### config.mk
export PLATFORM = sky130hd
export DESIGN_NAME = gdcr_front
export DESIGN_NICKNAME = d
export VERILOG_FILES = /design/src/sv/gdcr_pkg.sv /design/src/sv/gdcr_front.sv
export SDC_FILE = /design/constraint.sdc
export NUM_CORES = 1
export LEC_CHECK = 0
export BUFFER_PORTS_ARGS = -buffer_cell sky130_fd_sc_hd__buf_2
export CAP_MARGIN = 15
export CORE_MARGIN = 2
export CORE_UTILIZATION = 56
export DETAILED_ROUTE_END_ITERATION = 6
export PLACE_DENSITY = 0.78
export SLEW_MARGIN = 10
export SYNTH_ARGS = -nofsm -noshare
export SYNTH_HDL_FRONTEND = slang
export SYNTH_SLANG_ARGS = --single-unit
### constraint.sdc
create_clock -name clk -period 3.3 [get_ports clk]
set_input_delay 0.495 -clock clk [delete_from_list [all_inputs] [get_ports clk]]
set_output_delay 0.495 -clock clk [all_outputs]
set_load 0.05 [all_outputs]
### src/sv/gdcr_pkg.sv
// shared constants and types for the grid dda column raycaster
`default_nettype none
package gdcr_pkg;
	localparam int GRID_SIZE = 64;
	localparam int GRID_W = $clog2(GRID_SIZE);
	localparam int MAX_STEPS = 128;
	localparam int STEP_W = $clog2(MAX_STEPS + 1);
	localparam int CELL_AW = 2 * GRID_W;
	localparam int CFG_IDX_W = 3;

	localparam logic [CFG_IDX_W-1:0] REG_EYE_X = 3'd0;
	localparam logic [CFG_IDX_W-1:0] REG_EYE_Y = 3'd1;
	localparam logic [CFG_IDX_W-1:0] REG_DIR_X = 3'd2;
	localparam logic [CFG_IDX_W-1:0] REG_DIR_Y = 3'd3;
	localparam logic [CFG_IDX_W-1:0] REG_PLN_X = 3'd4;
	localparam logic [CFG_IDX_W-1:0] REG_PLN_Y = 3'd5;
	localparam logic [CFG_IDX_W-1:0] REG_WIDTH = 3'd6;
	localparam logic [CFG_IDX_W-1:0] REG_HEIGHT = 3'd7;

	localparam logic OP_WRITE = 1'b0;
	localparam logic OP_CAST = 1'b1;

	localparam logic [1:0] OUT_HIT = 2'd0;
	localparam logic [1:0] OUT_EDGE = 2'd1;
	localparam logic [1:0] OUT_LIMIT = 2'd2;

	localparam logic [39:0] DELTA_SAT = 40'hFF_FFFF_FFFF;
	localparam logic [23:0] DIST_MAX = 24'hFF_FFFF;

	// queued command word between front and back
	typedef struct packed {
		logic op;
		logic [10:0] column;
		logic [GRID_W-1:0] cell_x;
		logic [GRID_W-1:0] cell_y;
		logic cell_wall;
	} cmd_t;

	// result word
	typedef struct packed {
		logic [23:0] wall_dist;
		logic hit_side;
		logic [5:0] hit_x;
		logic [5:0] hit_y;
		logic [15:0] slice_height;
		logic [10:0] draw_top;
		logic [10:0] draw_bottom;
		logic [1:0] outcome;
	} res_t;
endpackage
`default_nettype wire

### src/sv/gdcr_front.sv
// front: accepts input words and queues them as commands
`default_nettype none
module gdcr_front import gdcr_pkg::*; (
	input wire logic clk,
	input wire logic arst_n,
	input wire logic in_valid,
	output logic in_stall,
	input wire cmd_t in_cmd,
	output logic q_valid,
	input wire logic q_pop,
	output cmd_t q_cmd
);
	localparam int DEPTH = 4;
	cmd_t mem_q [DEPTH];
	logic [1:0] wp_q, rp_q;
	logic [2:0] cnt_q;
	logic push;

	assign in_stall = (cnt_q == 3'(DEPTH));
	assign push = in_valid && !in_stall;
	assign q_valid = (cnt_q != 3'd0);
	assign q_cmd = mem_q[rp_q];

	always_ff @(posedge clk) begin
		if (push) mem_q[wp_q] <= in_cmd;
	end

	always_ff @(posedge clk or negedge arst_n) begin
		if (!arst_n) begin
			wp_q <= '0;
			rp_q <= '0;
			cnt_q <= '0;
		end else begin
			if (push) wp_q <= wp_q + 2'd1;
			if (q_pop) rp_q <= rp_q + 2'd1;
			cnt_q <= cnt_q + 3'(push) - 3'(q_pop);
		end
	end
endmodule
`default_nettype wire

==> impl_metrics.py <==
metrics = {
    "status": {
        "status": "finished clean",
    },
    "grt": {
        "antenna_found_initial": 0,
        "grt_usage_pct": 17.33,
        "grt_max_degree": 28,
        "grt_pass1_vias": 1991,
        "grt_pass1_wl_mm": 10.36,
        "gr-total-overflow": 0,
    },
    "setup_path": {
        "slowest_stage": "dfrtp_2",
        "worstPathMaxFanout": 27,
        "endpoint_kind": "output pin",
        "arrival_ps": 2150,
        "critPathRequiredTime_ps": 2800,
        "slowest_delay_ps": 910,
        "critPathKind": "reg -> out",
        "worst_setup_path_start_kind": "flip-flop",
        "crit_chain": "mux4_1 -> buf_2",
    },
    "synth": {
        "syn_area_um2": 4118,
        "ys_seq_area_share_pct": 77.18,
        "syn_avg_cell_area_um2": 23.80,
        "synth_cell_types": 19,
        "yosysTopAreaCell": "edfxtp_1",
        "yosysTopAreaCellShare_pct": 72.93,
        "synth_nets": 208,
        "ys_seq_elements": 107,
        "synth_cells": 173,
        "netlist_top_cells_area": "edfxtp_1 (73%), mux4_2 (9.8%), mux4_1 (4.5%)",
        "synth_warnings": 0,
    },
    "clock_tree": {
        "root_buffer": "clkbuf_8",
        "holdBufCountCts": 1,
        "cts_tree": "done",
        "cts_setup_buffers": 0,
        "clk_pin_slew_ps": 90,
        "post_cts_resized": 0,
        "clock-sinks": 107,
        "clk_latency_ps": 350,
        "clockBufferDepth": 2,
        "htree_levels": 3,
        "cts_made_buffers": 9,
    },
    "sta": {
        "rsz0062_at_grt": "no",
        "slew_headroom_pct": 30.31,
        "fmax_ghz": 0.3786,
        "setup_viol": 0,
        "worst_slew_pin_slew_ps": 1041,
        "period_minus_slack_ps": 2641,
        "drv_slew": 0,
        "tns_ps": 0,
        "period_share_pct": 80.03,
        "hold_viol_final": 0,
        "fin_skew_ps": 7.519,
    },
    "routing": {
        "drt-total-wl_mm": 6.424,
        "avgRoutedWirePerCell_um": 18.78,
        "ant_nets": 0,
        "dr.pass1.iters": 4,
        "drc": 0,
        "drt-initial-drc-count": 132,
        "vias": 1840,
        "vias_per_cell": 5.380,
    },
    "pwr": {
        "clockPowerShare_pct": 19.0,
        "power.internal_w": 0.002889,
        "swShare_pct": 38.48,
        "p_comb_share_pct": 38.1,
        "pwr-share-seq_pct": 42.9,
        "leakagePower_nw": 1.674,
        "p_sw_w": 0.001807,
        "ir_drop_v": 0.0005750,
        "p_per_area_nw_per_um2": 988.9,
    },
    "die": {
        "start_util_pct": 57.38,
        "die_h_um": 89.75,
        "coreArea_um2": 7176,
        "die-width_um": 89.75,
        "rows": 31,
        "fp.dieArea_um2": 8055,
        "num_io_pins": 56,
    },
    "min_path": {
        "hold_path.class": "in -> reg",
    },
    "layout": {
        "final_cell_area_um2": 4750,
        "syn2layout_area_growth_pct": 15.35,
        "nNetsFinal": 274,
        "diodes": 0,
        "drive_above_1_share_pct": 40.33,
    },
    "placement": {
        "port_buffers": 55,
        "dpl-instance-area_um2": 4509,
        "hpwl_mm": 4.324,
        "place_congestion": 0.7384,
    },
    "run": {
        "maxCapViolCount": 0,
    },
}
## through the flow
stage | instances | hold slack [ps] | setup WS (ps) | util (%) | power [W]
finish | 342 | 362.6 | 659.0 | 66.19 | 0.004697
global route | 342 | 338.3 | 493.2 | 66.19 | 0.004902
CTS | 342 | 339.0 | 581.8 | 66.19 | 0.004750
detailed placement | 326 | 339.4 | 901.5 | 62.84 | 0.003861
global placement | 326 | 341.9 | 947.5 | 62.84 | 0.003818
floorplan | 173 | 199.4 | 218.0 | - | 0.003493
## logic make-up (layout without fill, tap and decap cells)
logic type	after synthesis	count (layout)	share of synthesized area, %
simple gates	17	17	3.039
buf+inv	11	81	2.066
compound gates	3	3	0.5469
xor+xnor	4	4	0.8510
flops	107	107	77.18
mux	25	25	14.31
fa+ha+maj	6	6	2.005
## routing by layer
| metal | vias to the layer above | global-route usage (%) | routed length [µm] |
|---|---|---|---|
| met5 | - | 0 | 0 |
| met4 | 0 | 9.103 | 144 |
| met3 | 10 | 4.359 | 234 |
| met2 | 41 | 28.60 | 3294 |
| met1 | 944 | 21.46 | 2751 |
| li1 | 845 | - | - |
## state kept, by name, indices dropped and copies added (netlist names)
register and flops:
mem_q 100, cnt_q 3, rp_q 2, wp_q 2
## Yosys cell counts
master / instances
or3_1: 1
mux4_1: 7
ha_1: 5
nand2_1: 3
nor3b_1: 4
buf_2: 3
nor3b_2: 1
mux4_2: 18
edfxtp_1: 100
fa_1: 1
dfrtp_1: 7
nand2b_1: 5
inv_1: 5
buf_6: 1
xnor2_1: 3
nand4bb_1: 3
buf_12: 2
o211ai_1: 3
xor2_1: 1
## worst max-delay path: cells and delay by family (launching register included)
family   cells  cell delay [ps]
buf+inv      1              230
flops        1              910
mux          1              660
## power by group through the flow
stage | logic [W] | registers [W] | clock network, W
floorplan | 0.00158 | 0.00191 | 0
global placement | 0.00177 | 0.00204 | 0
detailed placement | 0.00180 | 0.00206 | 0
CTS | 0.00181 | 0.00203 | 0.000914
global route | 0.00188 | 0.00206 | 0.000960
finish | 0.00179 | 0.00202 | 0.000892
## cell type report
type | instances | area (µm²)
clock buffer | 10 | 127.6
sequential | 107 | 3179
inverter | 5 | 18.77
tap | 99 | 123.9
fill | 470 | 2426
multi-input combinational | 55 | 874.6
clock inverter | 5 | 102.6
timing repair buffer | 61 | 322.8
## worst paths after layout
path	from	end	slack, ps	depth (start not counted)
worst max register to register	cnt_q[2]	mem_q[1][21]	1030	3
worst min register to register	wp_q[1]	wp_q[1]	620	2
worst max-delay path	rp_q[0]	q_cmd[1]	660	2
max in group asynchronous	arst_n	rp_q[0]	2610	2
min in group asynchronous	arst_n	cnt_q[0]	510	2
worst min-delay path	in_cmd[13]	mem_q[2][13]	360	1
## placed cells by master (no fill, tap or decap)
cell and n:
xnor2_1 3, dlygate4sd3_1 1, mux4_1 7, clkinv_2 1, nand2b_1 5, ha_1 5, dfrtp_2 1, nor3b_2 5
o211ai_1 3, inv_1 5, or3_1 1, clkbuf_8 9, buf_4 5, clkbuf_1 1, nand4bb_1 3, buf_2 55
clkinvlp_4 1, nand2_1 3, mux4_2 18, bufinv_16 3, edfxtp_1 100, xor2_1 1, dfrtp_1 6, fa_1 1
Note: power is estimated with default switching activity, not from simulation.
